### src/hdl/cfp_pkg.sv
// Types, constants and the byte-wide CRC-32 update of the frame parser.
package cfp_pkg;

  localparam int CFG_IDX_W = 2;
  localparam int MAX_LEN_W = 11;

  typedef enum logic [CFG_IDX_W-1:0] {
    CFG_START_MARKER = 2'd0,
    CFG_END_MARKER   = 2'd1,
    CFG_MAX_LENGTH   = 2'd2,
    CFG_UNUSED       = 2'd3
  } cfg_idx_t;

  typedef struct packed {
    logic [7:0]           start_marker;
    logic [7:0]           end_marker;
    logic [MAX_LEN_W-1:0] max_length;
  } cfg_t;

  localparam logic [7:0]           START_MARKER_RST = 8'd170;
  localparam logic [7:0]           END_MARKER_RST   = 8'd85;
  localparam logic [MAX_LEN_W-1:0] MAX_LENGTH_RST   = 11'd1024;

  typedef enum logic [2:0] {
    PH_HUNT   = 3'd0,
    PH_TYPE   = 3'd1,
    PH_LEN_LO = 3'd2,
    PH_LEN_HI = 3'd3,
    PH_DATA   = 3'd4,
    PH_CRC    = 3'd5,
    PH_EOF    = 3'd6
  } phase_t;

  typedef enum logic [2:0] {
    ST_NONE     = 3'd0,
    ST_GOOD     = 3'd1,
    ST_CRC_BAD  = 3'd2,
    ST_NO_END   = 3'd3,
    ST_TOO_LONG = 3'd4
  } status_t;

  localparam logic [31:0] CRC_POLY = 32'hEDB8_8320;
  localparam logic [31:0] CRC_INIT = 32'hFFFF_FFFF;

  function automatic logic [31:0] crc32_byte(input logic [31:0] crc, input logic [7:0] b);
    logic [31:0] c;
    c = crc ^ {24'd0, b};
    for (int k = 0; k < 8; k++) begin
      c = c[0] ? ((c >> 1) ^ CRC_POLY) : (c >> 1);
    end
    return c;
  endfunction

endpackage

### src/hdl/cfp_cfg_regs.sv
// Configuration register file of the frame parser.
module cfp_cfg_regs
  import cfp_pkg::*;
(
  input  logic                 clk,
  input  logic                 rst,
  input  logic                 cfg_valid,
  output logic                 cfg_ready,
  input  logic [CFG_IDX_W-1:0] cfg_index,
  input  logic [MAX_LEN_W-1:0] cfg_data,
  output cfg_t                 cfg
);

  assign cfg_ready = 1'b1;

  always_ff @(posedge clk) begin
    if (rst) begin
      cfg.start_marker <= START_MARKER_RST;
      cfg.end_marker   <= END_MARKER_RST;
      cfg.max_length   <= MAX_LENGTH_RST;
    end else if (cfg_valid) begin
      case (cfg_idx_t'(cfg_index))
        CFG_START_MARKER: cfg.start_marker <= cfg_data[7:0];
        CFG_END_MARKER:   cfg.end_marker   <= cfg_data[7:0];
        CFG_MAX_LENGTH:   cfg.max_length   <= cfg_data;
        default: begin
        end
      endcase
    end
  end

endmodule

### src/hdl/crc_checked_frame_parser.sv
// An accepted byte goes to the input register, then its result item to the result
// register on the master side. Throughput: one byte per cycle unless the master side
// stalls; the byte-wide CRC-32 update between the two registers is combinational.
// Reset: synchronous, active high; clears both pipeline stages, the parser returns
// to hunting with its frame registers cleared and the configuration at its defaults.
module crc_checked_frame_parser
  import cfp_pkg::*;
#(
  parameter int MAX_PAYLOAD = 1024
) (
  input  logic                 clk,
  input  logic                 rst,
  input  logic                 cfg_valid,
  output logic                 cfg_ready,
  input  logic [CFG_IDX_W-1:0] cfg_index,
  input  logic [MAX_LEN_W-1:0] cfg_data,
  input  logic                 s_tvalid,
  output logic                 s_tready,
  input  logic [7:0]           s_tdata,   // rx_byte
  output logic                 m_tvalid,
  input  logic                 m_tready,
  // payload_byte[7:0], payload_index[17:8], frame_status[20:18], frame_type[28:21],
  // frame_length[44:29], received_crc[76:45], computed_crc[108:77], zero fill
  output logic [111:0]         m_tdata,
  output logic                 m_tuser    // payload_valid
);

  localparam logic [15:0] MAX_LEN = 16'(MAX_PAYLOAD);

  cfg_t cfg;

  cfp_cfg_regs u_cfg (
    .clk       (clk),
    .rst       (rst),
    .cfg_valid (cfg_valid),
    .cfg_ready (cfg_ready),
    .cfg_index (cfg_index),
    .cfg_data  (cfg_data),
    .cfg       (cfg)
  );

  logic       in_valid;
  logic [7:0] in_byte;
  logic       advance;

  phase_t      phase, phase_next, phase_upd;
  logic [7:0]  type_reg, type_next, type_upd;
  logic [15:0] length_reg, length_next, length_upd;
  logic [10:0] payload_count, payload_count_next, payload_count_upd;
  logic [1:0]  crc_byte_count, crc_byte_count_next, crc_byte_count_upd;
  logic [31:0] crc_field, crc_field_next, crc_field_upd;
  logic [31:0] crc_running, crc_running_next, crc_running_upd;

  logic        res_valid;
  logic [7:0]  res_byte;
  logic [9:0]  res_index;
  status_t     res_status;
  logic        finish;

  assign advance  = in_valid && (!m_tvalid || m_tready);
  assign s_tready = !in_valid || advance;

  always_ff @(posedge clk) begin
    if (rst) begin
      in_valid <= 1'b0;
    end else if (s_tready) begin
      in_valid <= s_tvalid;
    end
  end

  always_ff @(posedge clk) begin
    if (s_tvalid && s_tready) begin
      in_byte <= s_tdata;
    end
  end

  always_comb begin
    phase_upd          = phase;
    type_upd           = type_reg;
    length_upd         = length_reg;
    payload_count_upd  = payload_count;
    crc_byte_count_upd = crc_byte_count;
    crc_field_upd      = crc_field;
    crc_running_upd    = crc_running;
    res_valid          = 1'b0;
    res_byte           = 8'd0;
    res_index          = 10'd0;
    res_status         = ST_NONE;
    finish             = 1'b0;
    case (phase)
      PH_HUNT: begin
        if (in_byte == cfg.start_marker) begin
          phase_upd = PH_TYPE;
        end
      end
      PH_TYPE: begin
        type_upd  = in_byte;
        phase_upd = PH_LEN_LO;
      end
      PH_LEN_LO: begin
        length_upd = {8'd0, in_byte};
        phase_upd  = PH_LEN_HI;
      end
      PH_LEN_HI: begin
        length_upd = {in_byte, length_reg[7:0]};
        if (length_upd > {5'd0, cfg.max_length} || length_upd > MAX_LEN) begin
          res_status = ST_TOO_LONG;
          finish     = 1'b1;
        end else begin
          payload_count_upd  = 11'd0;
          crc_byte_count_upd = 2'd0;
          crc_field_upd      = 32'd0;
          crc_running_upd    = CRC_INIT;
          phase_upd          = (length_upd != 16'd0) ? PH_DATA : PH_CRC;
        end
      end
      PH_DATA: begin
        res_valid         = 1'b1;
        res_byte          = in_byte;
        res_index         = payload_count[9:0];
        crc_running_upd   = crc32_byte(crc_running, in_byte);
        payload_count_upd = payload_count + 11'd1;
        if ({5'd0, payload_count_upd} >= length_reg) begin
          crc_byte_count_upd = 2'd0;
          phase_upd          = PH_CRC;
        end
      end
      PH_CRC: begin
        case (crc_byte_count)
          2'd0:    crc_field_upd = crc_field | {24'd0, in_byte};
          2'd1:    crc_field_upd = crc_field | {16'd0, in_byte, 8'd0};
          2'd2:    crc_field_upd = crc_field | {8'd0, in_byte, 16'd0};
          default: crc_field_upd = crc_field | {in_byte, 24'd0};
        endcase
        crc_byte_count_upd = crc_byte_count + 2'd1;
        if (crc_byte_count_upd == 2'd0) begin
          phase_upd = PH_EOF;
        end
      end
      PH_EOF: begin
        if (in_byte != cfg.end_marker) begin
          res_status = ST_NO_END;
        end else if (~crc_running == crc_field) begin
          res_status = ST_GOOD;
        end else begin
          res_status = ST_CRC_BAD;
        end
        finish = 1'b1;
      end
      default: begin
        phase_upd = PH_HUNT;
      end
    endcase
  end

  always_comb begin
    if (finish) begin
      phase_next          = PH_HUNT;
      type_next           = 8'd0;
      length_next         = 16'd0;
      payload_count_next  = 11'd0;
      crc_byte_count_next = 2'd0;
      crc_field_next      = 32'd0;
      crc_running_next    = CRC_INIT;
    end else begin
      phase_next          = phase_upd;
      type_next           = type_upd;
      length_next         = length_upd;
      payload_count_next  = payload_count_upd;
      crc_byte_count_next = crc_byte_count_upd;
      crc_field_next      = crc_field_upd;
      crc_running_next    = crc_running_upd;
    end
  end

  always_ff @(posedge clk) begin
    if (rst) begin
      phase          <= PH_HUNT;
      type_reg       <= 8'd0;
      length_reg     <= 16'd0;
      payload_count  <= 11'd0;
      crc_byte_count <= 2'd0;
      crc_field      <= 32'd0;
      crc_running    <= CRC_INIT;
    end else if (advance) begin
      phase          <= phase_next;
      type_reg       <= type_next;
      length_reg     <= length_next;
      payload_count  <= payload_count_next;
      crc_byte_count <= crc_byte_count_next;
      crc_field      <= crc_field_next;
      crc_running    <= crc_running_next;
    end
  end

  always_ff @(posedge clk) begin
    if (rst) begin
      m_tvalid <= 1'b0;
    end else if (advance) begin
      m_tvalid <= 1'b1;
    end else if (m_tready) begin
      m_tvalid <= 1'b0;
    end
  end

  always_ff @(posedge clk) begin
    if (advance) begin
      m_tuser <= res_valid;
      m_tdata <= {3'd0, ~crc_running_upd, crc_field_upd, length_upd, type_upd,
                  res_status, res_index, res_byte};
    end
  end

endmodule

### config.mk
export PLATFORM = sky130hd
export DESIGN_NAME = crc_checked_frame_parser
export DESIGN_NICKNAME = d
export VERILOG_FILES = /design/src/hdl/cfp_pkg.sv /design/src/hdl/cfp_cfg_regs.sv /design/src/hdl/crc_checked_frame_parser.sv
export SDC_FILE = /design/constraint.sdc
export NUM_CORES = 1
export LEC_CHECK = 0
export BUFFER_PORTS_ARGS = -buffer_cell sky130_fd_sc_hd__buf_4
export CORE_MARGIN = 1
export CORE_UTILIZATION = 46
export DETAILED_ROUTE_END_ITERATION = 8
export PLACE_DENSITY_LB_ADDON = 0.15
export SYNTH_ARGS = -nofsm -noshare
export SYNTH_HDL_FRONTEND = slang
export SYNTH_SLANG_ARGS = --single-unit
### constraint.sdc
create_clock -name clk -period 9.53 [get_ports clk]
set_clock_uncertainty 0.15 [all_clocks]
set_input_delay 0.4765 -clock clk [delete_from_list [all_inputs] [get_ports clk]]
set_output_delay 0.4765 -clock clk [all_outputs]
set_load 0.01 [all_outputs]
# ---- Word-level counts from Yosys, hierarchy flattened
# Index checks and enable logic that the tools add are counted.
dict set report word_totals {
  register_bits 251
  input_bits 26
  out_inout_bits 116
  elab_cells 117
}
dict set report classes {
  n_addsub 2
  n_lt_le_gt_ge 3
  n_eq_ne 18
  mux 42
  bitwise 15
  n_reduce_logical 21
}
# operator count
set ops {}
lappend ops {{32-bit two-way mux} 12}
lappend ops {{32-bit case mux with 2 select lines} 2}
lappend ops {{13-bit NOT with 14-bit output} 8}
lappend ops {{32-bit case mux with 3 select lines} 1}
lappend ops {{32-bit NOT} 2}
lappend ops {{32-bit equality test} 1}
lappend ops {{32-bit by 16-bit bitwise OR with 32-bit output} 1}
lappend ops {{32-bit by 24-bit bitwise OR with 32-bit output} 1}
lappend ops {{32-bit bitwise OR} 1}
lappend ops {{32-bit by 8-bit bitwise OR with 32-bit output} 1}
lappend ops {{16-bit case mux with 2 select lines} 1}
lappend ops {{32-bit by 8-bit bitwise XOR with 32-bit output} 1}
lappend ops {{11-bit two-way mux} 2}
lappend ops {{11-bit case mux with 2 select lines} 1}
lappend ops {{3-bit case mux with 7 select lines} 1}
lappend ops {{3-bit two-way mux} 6}
lappend ops {{11-bit by 16-bit greater-or-equal comparator with 1-bit output} 1}
lappend ops {{16-bit by 11-bit > comparator with 1-bit output} 1}
lappend ops {{16-bit by 11-bit > comparator with 1-bit output (second input constant)} 1}
lappend ops {{16-bit two-way mux} 1}
lappend ops {{8-bit two-way mux} 2}
lappend ops {{16-bit nonzero test} 1}
lappend ops {{3-bit != test (second input constant)} 4}
lappend ops {{11-bit by 1-bit adder with 11-bit output (second input constant)} 1}
lappend ops {{other kinds (26)} 47}

# ---- Logic depth before layout (Yosys ltp)
# Gate-level depths: netlist of the first run.
dict set report logic_depth {
  depth_word 19
  mapped_depth 13
  ltp_nobuf 13
}

# ---- Cells and area by module
# A second synthesis of the first run with hierarchy kept.
dict set report unflattened {
  hier_cells 1146
  area_unflattened_um2 11832.6
}
# mod instances cells_each area_each_um2 seq_area_each_um2
set modules_own_cells {}
lappend modules_own_cells {crc_checked_frame_parser 1 1031 10686.5 5665.4}
lappend modules_own_cells {cfp_cfg_regs 1 115 1146.1 540.5}

# ---- Worst setup path after synthesis of the first run
# No wires, ideal clock.
dict set report synth_timing {
  kind {input to register}
  startpoint {input m_tready}
  endpoint {register crc_running[5]}
  setup_time_ps 330
  t_arrival_ps 4686
  required_ps 9050
  path_slack_ps 4363
  path_stages 7
  n_path_buf 3
  path_cell_list {nor2b_1 -> nand2b_1 -> clkbuf_1 -> inv_1 -> clkbuf_1 -> clkbuf_1 -> a41oi_1}
}
dict set report synth_between {
  elab_chain_len 2
}
# element line
set synth_rtl {}
lappend synth_rtl {{start: declaration} crc_checked_frame_parser.sv:21} ;# input logic m_tready,
lappend synth_rtl {{1-bit logical OR} crc_checked_frame_parser.sv:60} ;# assign advance = in_valid && (!m_tvalid || m_tready);
lappend synth_rtl {{1-bit logical AND} crc_checked_frame_parser.sv:60}
lappend synth_rtl {{net advance} crc_checked_frame_parser.sv:44} ;# logic advance;
lappend synth_rtl {{end signal: assignment} crc_checked_frame_parser.sv:192} ;# crc_running <= crc_running_next;
lappend synth_rtl {{end: declaration} crc_checked_frame_parser.sv:52} ;# logic [31:0] crc_running, crc_running_next, crc_running_upd;
# The timed path passes the listed nets, and every way through them passes these cells.
# A chain may end at the register's enable or synchronous reset.

# ---- Final worst setup path of the first run
dict set report layout_timing {
  startpoint {register in_byte[1]}
  endpoint {register m_tdata[45], data pin}
}
dict set report layout_between {
  elab_chain_len 4
  word_cells_on_any_way 5
  cone_classes {2 x order compare; 2 x mux; 1 x reduce/logical}
}
# element line
set layout_rtl {}
lappend layout_rtl {{start: declaration} crc_checked_frame_parser.sv:43} ;# logic [7:0] in_byte;
lappend layout_rtl {{start signal: assignment} crc_checked_frame_parser.sv:73} ;# in_byte <= s_tdata;
lappend layout_rtl {{16-bit by 11-bit > comparator with 1-bit output} crc_checked_frame_parser.sv:106} ;# if (length_upd > {5'd0, cfg.max_length} || length_upd > MAX_LEN) begin
lappend layout_rtl {{1-bit logical OR (*)} crc_checked_frame_parser.sv:106}
lappend layout_rtl {{32-bit two-way mux (*)} crc_checked_frame_parser.sv:106}
lappend layout_rtl {{32-bit case mux with 2 select lines (*)} crc_checked_frame_parser.sv:90} ;# case (phase)
lappend layout_rtl {{net crc_field_upd[0]} crc_checked_frame_parser.sv:51} ;# logic [31:0] crc_field, crc_field_next, crc_field_upd;
lappend layout_rtl {{end signal: assignment} crc_checked_frame_parser.sv:209} ;# m_tdata <= {3'd0, ~crc_running_upd, crc_field_upd, length_upd, type_upd,
lappend layout_rtl {{end: declaration} crc_checked_frame_parser.sv:24} ;# output logic [111:0] m_tdata,
# The timed path passes the listed nets; every way through them passes the cells marked *.

==> results of run 1 <==
==> area by class of cell <==
class | instances | area, um2
sequential | 251 | 6210
inverter | 31 | 119
multi-input combinational | 768 | 5020
timing repair buffer | 160 | 1220
tap | 330 | 413
clock buffer | 34 | 753
fill | 2223 | 11100
clock inverter | 14 | 171
==> how the worst max path moves through the flow <==
| stage | startpoint | end | cells after the start |
|---|---|---|---|
| floorplan | m_tready | crc_running[5] | 7 |
| global placement | m_tready | crc_field[9] | 9 |
| detailed placement | m_tready | crc_field[11] | 9 |
| CTS | in_byte[1] | m_tdata[45] | 9 |
| global route | in_byte[1] | m_tdata[71] | 9 |
| finish | in_byte[1] | m_tdata[45] | 9 |
==> per-stage QoR <==
step | cells | setup slack [ns] | total power, mW
6_report | 1588 | 5.51 | 2.43
5_1_grt | 1588 | 5.32 | 2.51
4_1_cts | 1588 | 5.58 | 2.45
3_5_place_dp | 1532 | 5.53 | 1.37
3_3_place_gp | 1532 | 5.60 | 1.37
2_1_floorplan | 1131 | 4.36 | 1.31
==> routing by layer <==
| metal | global-route usage, % | vias to the layer above |
|---|---|---|
| met5 | 0 | - |
| met4 | 7.03 | 0 |
| met3 | 3.85 | 57 |
| met2 | 38.2 | 262 |
| met1 | 30.0 | 4114 |
| li1 | - | 4215 |
==> cell usage after synthesis, types with 3 or more instances <==
library cell / n / area share, %
nor2_1: 170 / 5.5
dfxtp_1: 133 / 23
edfxtp_1: 118 / 30
nand2_1: 73 / 2.3
xnor2_1: 71 / 5.3
a21oi_1: 64 / 2.7
clkbuf_1: 56 / 1.8
xor2_1: 46 / 3.4
o21ai_0: 39 / 1.7
inv_1: 30 / 0.96
mux2i_1: 28 / 2.4
a22oi_1: 27 / 1.7
ha_1: 27 / 2.9
a211oi_1: 26 / 1.7
and3_1: 26 / 1.4
a22o_1: 24 / 1.8
a32oi_1: 23 / 1.7
nor4_1: 12 / 0.64
buf_2: 11 / 0.47
or2_2: 10 / 0.53
xnor2_2: 10 / 1.4
nand4_1: 9 / 0.48
mux2_2: 8 / 0.77
nand3_1: 8 / 0.34
a31oi_1: 7 / 0.37
nand2b_1: 6 / 0.32
nor3_1: 6 / 0.26
and2_1: 5 / 0.27
buf_4: 5 / 0.32
buf_6: 5 / 0.48
nor3b_1: 5 / 0.32
a21o_1: 4 / 0.26
buf_1: 4 / 0.13
o31ai_1: 4 / 0.26
nor2b_1: 3 / 0.16
o22ai_1: 3 / 0.16
==> tightest hold or removal path: cells and delay by family <==
kind,cells,cell delay [ns]
buffers and inverters,1,0.08
and+or+nand+nor,1,0.07
AOI/OAI and AO/OA,1,0.03
==> where the power goes <==
group | internal, mW | switching [mW] | total [mW]
Sequential | 1.15 | 0.0132 | 1.16
Combinational | 0.0757 | 0.113 | 0.188
Clock | 0.663 | 0.418 | 1.08
Total | 1.89 | 0.543 | 2.43
==> logic make-up after synthesis <==
logic type / after synthesis
mux: 36
flops: 251
fa+ha+maj: 27
xor+xnor: 129
buf+inv: 112
compound gates: 231
other cells: 2
simple gates: 341
==> what timing repair did <==
action / 4_1_cts / 5_1_grt
setup buffers: 0 / 0
hold endpoints to repair: 8 / 0
hold buffers: 8 / 0
resized for setup: 0 / 0
==> out/results.ini, run 1 <==
[status]
outcome = finished, final reports clean

[placement]
dp_hpwl_um = 19900
postPlaceCellArea_um2 = 12900
place.gp.congestion = 0.896
io_buffers = 137

[worst_hold_path]
hold_depth = 3
hp-start = s_tvalid
hp-class = in -> reg
worstHoldEndpoint = in_valid

[clocking]
cts_root_buf = clkbuf_16
cts_made_buffers = 26
htreeDepth = 1
cts_tree = yes
cts_sinks = 251
clock_latency_ns = 0.53
clk_pin_slew_ns = 0.06
clock_path_buffers = 3

[synthesis]
synth_top_family_by_area = simple AND/OR/NAND/NOR gates
synth.distinct_cells = 54
ys_seq_area_share_pct = 53.0
synthFlopType = dfxtp_1
synthSimpleGateAreaFrac_pct = 13.2
synth_area_um2 = 11700
synthMuxAreaShare_pct = 3.16
synth_area_per_cell_um2 = 10.4
yosysWarningCount = 0
ys_async_sr_fraction_pct = 0
ys_ff_latch = 251
synthCells = 1129
synth-xor-area-share_pct = 10.4
synthAdderAreaFrac_pct = 2.89
synth_edf_count = 118
synth_compound_area_share_pct = 13.1

[sta]
slew_viol_final = 0
fin_crit_sh_pct = 42.2
fmax_mhz = 249
slew_headroom_pct = 20.5
worst_slew_pin_slew_ns = 1.19
setup_violations = 0
rsz0062_at_grt = false
finalHoldViolCount = 0
post-route-min-period_ns = 4.02
whs_ns = 0.0194
final.setup.tns_ns = 0

[floorplanning]
die-area_um2 = 26100
core-area_um2 = 25000
rows = 58
die-height_um = 162
ioPinCount = 142
initial_core_util_pct = 46.8
dieWidth_um = 162

[power]
peakVddDrop_v = 0.000106
p_per_area_nw_per_um2 = 175
leakage_nw = 5.42

[global_routing]
grt_pass1_vias = 8167
grt_pass1_wl_um = 46200
grt_usage_pct = 22.8
grt_max_degree = 93
antenna_found_initial = 0
grt_remaining_overflow = 0

[setup_path]
cp_num_buf_inv = 1
worstReg2RegEnd = m_tdata[45]
worstPathArrival_ns = 4.14
path_cells = ha_1, a21o_1, a21oi_1, or4b_4, o21ai_1, and3_1, buf_4, nor2_2, a22o_1
start_kind = flip-flop
cpPeakStageDelay_ns = 1.00
crit_slowest_cell = edfxtp_1
critPathMaxFanout = 32
end_kind = flip-flop
path_delay_family = flip-flops
r2r.worst_path.cells = 9
critPathRequiredTime_ns = 9.65
reg2reg_slack_ns = 5.51
critical_path_class = reg -> reg
r2r_start = in_byte[1]

[cells_and_area]
fin_util_pct = 55.6
diodes = 0
top_register = m_tdata
final_cell_mix = 170 x nor2_1, 152 x buf_4, 133 x dfxtp_1, 118 x edfxtp_1, 73 x nand2_1
top_regs = m_tdata: 109 flops, crc_field: 32 flops, crc_running: 32 flops
design_area_um2 = 13900
drive_gt1_share_pct = 18.5
largest_reg_flops = 109
layout_commonest_cell = nor2_1
nets = 1291
area_growth_pct = 18.8

[route]
drtIter0Drc = 513
drcViolationCount = 0
wl_per_cell_um = 18.8
vias = 8648
drt-total-wl_um = 29900
drtPass1Iterations = 6
routed-wl-met3_um = 1720
routed.top_layer = met4
wl_met2_um = 14400
via_per_inst = 5.45
wl_met1_um = 13000
ant_nets = 0

[flow_run]
cap_violations = 0

Note: power is estimated with default switching activity, not from simulation.
==> inputs of run 2 (changes only) <==
Settings changed: ABC_AREA set to 1.
Clock period 9.53 ns to 3.9 ns, I/O delays scaled along.
==> run 2 against run 1 <==
  * Clock power rose to 2.6 times the previous value
  * Register-to-register slack worse by 4.9 ns
  * Synthesized area up 16%
  * Cell count up 46%
  * First-iteration DRC count rose to 2.6 times the previous value
  * Global-route usage up 4.6 points
  * Hold slack better by 0.016 ns
  * Fmax up 24%
  * Die area up 16%
  * Worst setup slack worse by 4.9 ns
  * Clock-buffer cell count up 1
  * Non-clock buffer count up 34
==> out/results.ini, run 2 <==
[synthesis]
ys_seq_area_share_pct = 45.7
synthTopCellsByArea = edfxtp_1 26%, dfxtp_1 20%, nand2_1 16%, a21oi_1 5.8%, o21ai_0 3.9%
synth.most_common_cell = nand2_1
synth_area_um2 = 13600
synth_edf_count = 118
synth_area_per_cell_um2 = 7.67
synth_top_cell_area_share_pct = 26.1
yosysWarningCount = 0
synthCells = 1772
synth.distinct_cells = 50
ys_async_sr_fraction_pct = 0
synth_top_area_cell = edfxtp_1
synthFlopType = dfxtp_1
synthTopCellsByCount = 574 x nand2_1, 158 x a21oi_1, 137 x inv_1
ys_ff_latch = 251

[placement]
dp_hpwl_um = 29500
pre_cts_ws_ns = 0.746
place.gp.congestion = 0.921
io_buffers = 137

[clocking]
cts_root_buf = clkbuf_16
clock_latency_ns = 0.59
clk_pin_slew_ns = 0.06
cts_tree = yes
clock_path_buffers = 3
cts_sinks = 251
htreeDepth = 1
cts_made_buffers = 28
cts-resized-gates = 0

[sta]
finalHoldViolCount = 0
final.setup.tns_ns = 0
slew_viol_final = 0
slew_headroom_pct = 33.1
setup_violations = 0
fin_crit_sh_pct = 83.1
post-route-min-period_ns = 3.24
whs_ns = 0.0354
fmax_mhz = 309
worst_slew_pin_slew_ns = 1.00
setup_slack_ns = 0.660
rsz0062_at_grt = false

[cells_and_area]
nets = 1963
diodes = 0
largest_reg_flops = 109
final_cell_mix = 573 x nand2_1, 157 x a21oi_1, 157 x buf_4, 137 x inv_1, 133 x dfxtp_1
area_growth_pct = 19.2
fin_util_pct = 56.1
top_register = m_tdata
drive_gt1_share_pct = 13.7
top_regs = m_tdata: 109 flops, crc_field: 32 flops, crc_running: 32 flops
layout_commonest_cell = nand2_1

[power]
peakVddDrop_v = 0.000326
leakage_nw = 6.73
fin_total_pwr_mw = 6.61
p_per_area_nw_per_um2 = 408

[global_routing]
met2_usage_pct = 39.8
use_met1_pct = 40.5
grt_usage_pct = 27.4
grt_pass1_wl_um = 64600
antenna_found_initial = 0
grt_pass1_vias = 11187
grt_max_degree = 74
grtUsageMet3_pct = 5.55
grt_remaining_overflow = 0
grt-busiest-layer = met1

[route]
vias = 12725
ant_nets = 0
via_per_inst = 5.49
drcViolationCount = 0
drtPass1Iterations = 6
wl_per_cell_um = 18.1
drt-total-wl_um = 42000
drtIter0Drc = 1352

[floorplanning]
ioPinCount = 142
core-area_um2 = 28900
initial_core_util_pct = 47.1
dieWidth_um = 174
rows = 62
die-area_um2 = 30200
die-height_um = 174

[setup_path]
critical_path_class = reg -> reg
end_kind = flip-flop
critPathMaxFanout = 31
worstPathArrival_ns = 3.57
start_kind = flip-flop
critPathRequiredTime_ns = 4.23

[flow_run]
cap_violations = 0

[status]
outcome = finished, final reports clean

[worst_hold_path]
hp-class = in -> reg

## run 2: changes by cell type in the layout (fill, tap and decap cells not counted), moves of 27 or more
cell           previous run  this run
inv_1                    29       137
nand2_1                  73       573
xnor2_1                  71        19
nor2_1                  170        92
nand3_1                   8        97
a21oi_1                  63       157
a22oi_1                  27         0
o21ai_0                  39       106
mux2i_1                  28         0
dlygate4sd3_1             8        35
o211ai_1                  1        43
## run 2: power breakdown
| part | internal [mW] | total (mW) | switching, mW |
|---|---|---|---|
| logic | 0.297 | 0.835 | 0.538 |
| registers | 2.86 | 2.94 | 0.0801 |
| clock network | 1.68 | 2.84 | 1.15 |
| total | 4.84 | 6.61 | 1.77 |
## run 2: cell type report
| class | instances | area (um2) |
|---|---|---|
| Clock buffer | 35 | 768 |
| Clock inverter | 17 | 233 |
| Fill cell | 2717 | 12700 |
| Inverter | 160 | 616 |
| Multi-Input combinational cell | 1275 | 6320 |
| Sequential cell | 251 | 6210 |
| Tap cell | 384 | 480 |
| Timing Repair Buffer | 194 | 1570 |
## run 2: logic make-up (layout without fill, tap and decap cells)
kind of cell	after synthesis	after routing	share of synthesized area, %
buffers and inverters	248	406	7.90
AO/OA/AOI/OAI	353	353	14.3
other	2	4	0.0553
flip-flops	251	251	45.7
XOR/XNOR	57	57	3.78
adder cells (fa/ha/maj)	27	27	2.49
AND/OR/NAND/NOR	834	834	25.8
## run 2: worst paths after layout
| check | from | end | slack (ns) | cells past startpoint |
|---|---|---|---|---|
| max | in_byte[0] | crc_running[2] | 0.66 | 13 |
| min | cfg_valid | u_cfg.cfg[14] | 0.04 | 4 |
| max reg2reg | in_byte[0] | crc_running[2] | 0.66 | 13 |
| min reg2reg | type_reg[6] | type_reg[6] | 0.32 | 2 |
## run 2: routing by layer
layer,vias up,wire length [um]
met5,-,0
met1,5912,19200
met2,578,17800
met3,80,3900
li1,6155,-
met4,0,1140
## run 2: critical path, cell delays in order, from the launching register on
cell and delay [ns]:
edfxtp_1 0.67, ha_1 0.41, nand2_1 0.06, nor3_2 0.22
nand2_1 0.09, nand2_1 0.06, nand2_1 0.08, nand2_4 0.28
buf_4 0.44, a21oi_1 0.12, o21ai_0 0.32, nand2_1 0.08
nand2_1 0.08, nand2_1 0.05
## run 2: through the flow
step	std cells	instance area (um2)
after global placement	2229	14800
final	2316	16200
after CTS	2316	16200
after detailed placement	2229	14800
after global routing	2316	16200
after floorplan	1774	13600
## run 2: timing repair
item / CTS / global route
endpoints found under the hold margin: 65 / 0
endpoints found under the setup margin: 0 / 0
hold buffers: 35 / 0
buffers inserted: 0 / 0
==> inputs of run 3 (changes only) <==
Clock period 3.9 ns to 3.3 ns, I/O delays scaled along.
==> run 3 against run 2 <==
  * Cell count grew 0.26%
  * Critical endpoint is now phase[0]
  * Via count shrank 0.94%
  * Global-route usage shrank 0.73 points
  * Sequential cell count is the same
  * Highest routed layer unchanged
  * Largest power group unchanged
  * Die area is the same
  * Sequential power grew 18%
==> out/results.ini, run 3 (synthesized netlist as in run 2, its figures left out) <==
[placement]
dp_hpwl_um = 28700
io_buffers = 137
place.gp.congestion = 0.955
postPlaceCellArea_um2 = 14900

[route]
routed-wl-met3_um = 3770
wl_met2_um = 17400
drtPass1Iterations = 5
wl_per_cell_um = 17.5
ant_nets = 0
vias = 12605
via_per_inst = 5.43
routed.top_layer = met4
wl_met1_um = 18700
drt-total-wl_um = 40700
drtIter0Drc = 1279
drcViolationCount = 0

[sta]
setup_violations = 0
rsz0062_at_grt = false
finalHoldViolCount = 0
fin_crit_sh_pct = 86.3
fmax_mhz = 351
slew_viol_final = 0
slew_headroom_pct = 39.1
post-route-min-period_ns = 2.85
worst_slew_pin_slew_ns = 0.913
final.setup.tns_ns = 0
whs_ns = 0.0269

[power]
fin_total_pwr_mw = 7.56
p_per_area_nw_per_um2 = 468
leakage_nw = 6.73
peakVddDrop_v = 0.000343

[global_routing]
grt_remaining_overflow = 0
grt_max_degree = 67
grt_pass1_vias = 11185
grt_usage_pct = 26.6
grt_pass1_wl_um = 63500
antenna_found_initial = 0

[cells_and_area]
nFillCells = 2752
nets = 1970
area_growth_pct = 19.0
diodes = 0
fin_util_pct = 56.0
largest_reg_flops = 109
top_register = m_tdata
final_cell_mix = 573 x nand2_1, 164 x buf_4, 157 x a21oi_1, 137 x inv_1, 133 x dfxtp_1
layout_commonest_cell = nand2_1
drive_gt1_share_pct = 14.1
design_area_um2 = 16200
top_regs = m_tdata: 109 flops, crc_field: 32 flops, crc_running: 32 flops

[floorplanning]
core-area_um2 = 28900
initial_core_util_pct = 47.1
dieWidth_um = 174
ioPinCount = 142
rows = 62
die-area_um2 = 30200
die-height_um = 174

[clocking]
cts_made_buffers = 27
clock_latency_ns = 0.55
cts_sinks = 251
clock_path_buffers = 3
clk_pin_slew_ns = 0.07
cts_root_buf = clkbuf_16
htreeDepth = 1
cts_tree = yes

[worst_hold_path]
hold_depth = 4
worstHoldEndpoint = u_cfg.cfg[17]
hp-start = cfg_valid
hp-class = in -> reg

[setup_path]
worstPathArrival_ns = 3.13
worstReg2RegEnd = phase[0]
end_kind = flip-flop
path_delay_family = simple AND/OR/NAND/NOR gates
reg2reg_slack_ns = 0.45
path_cells = inv_1, nor4_1, nand4_1, nor3_1, xor2_1, ha_1, a21oi_1, nor2_1, nor2_1, nor2_1, nor2_1, nand2_1, nand3_1, nand2_1, nand2_1, nor2_1
critical_path_class = reg -> reg
r2r_start = payload_count[2]
critPathRequiredTime_ns = 3.58
cp_num_buf_inv = 1
r2r.worst_path.cells = 16
critPathMaxFanout = 5
crit_top_cell = nor2_1
crit_slowest_cell = dfxtp_1
start_kind = flip-flop
cpPeakStageDelay_ns = 0.40

[flow_run]
cap_violations = 0

[status]
outcome = finished, final reports clean

run 3: cell count changes in the layout (fill, tap and decap cells not counted), sizes merged:
cell,previous run,this run
clkbuf,35,31
clkinv,12,9
clkinvlp,0,2
inv,161,166
buf,159,167
bufinv,4,2
run 3: how the worst max path moves through the flow:
| stage | from | end | slack [ns] | cells after the start |
|---|---|---|---|---|
| floorplan | m_tvalid | m_tdata[0] | 0.51 | 4 |
| global placement | payload_count[2] | phase[1] | 0.52 | 16 |
| detailed placement | payload_count[2] | phase[0] | 0.47 | 16 |
| CTS | payload_count[2] | phase[0] | 0.45 | 16 |
| global route | payload_count[2] | phase[0] | 0.03 | 16 |
| finish | payload_count[2] | phase[0] | 0.45 | 16 |
run 3: cell type report:
| class | count | area, um2 | share of cell area (%) |
|---|---|---|---|
| inverter | 160 | 616 | 3.81 |
| clock buffer | 31 | 722 | 4.46 |
| timing repair buffer | 202 | 1640 | 10.2 |
| sequential | 251 | 6210 | 38.4 |
| tap | 384 | 480 | 2.97 |
| multi-input combinational | 1275 | 6320 | 39.1 |
| clock inverter | 19 | 184 | 1.14 |
run 3: timing repair:
action / CTS / global route
hold endpoints to repair: 71 / 0
hold buffers: 35 / 0
gates resized for setup: 0 / 0
buffers inserted: 0 / 0
run 3: worst reg2reg max path, stage by stage (launching register included):
cell and delay (ns):
dfxtp_1 0.40, inv_1 0.09, nor4_1 0.36, nand4_1 0.19
nor3_1 0.21, xor2_1 0.20, ha_1 0.27, a21oi_1 0.15
nor2_1 0.05, nor2_1 0.08, nor2_1 0.05, nor2_1 0.08
nand2_1 0.10, nand3_1 0.17, nand2_1 0.07, nand2_1 0.06
nor2_1 0.05
run 3: layer usage:
layer	up-vias	track usage, %
met4	0	6.47
li1	6166	-
met1	5836	39.0
met5	-	0
met2	551	40.0
met3	52	5.46
run 3: metrics by stage:
step	instances	setup slack, ns
after floorplan	1774	0.510
after global placement	2237	0.521
after detailed placement	2237	0.472
after CTS	2322	0.447
after global routing	2322	0.0322
final	2322	0.453
run 3: report_power, final:
part | internal (mW) | leakage, nW | switching, mW | total, mW
clock | 1.76 | 0.443 | 1.34 | 3.10
combinational | 0.357 | 4.07 | 0.639 | 0.996
sequential | 3.38 | 2.22 | 0.0873 | 3.47
total | 5.49 | 6.73 | 2.07 | 7.56
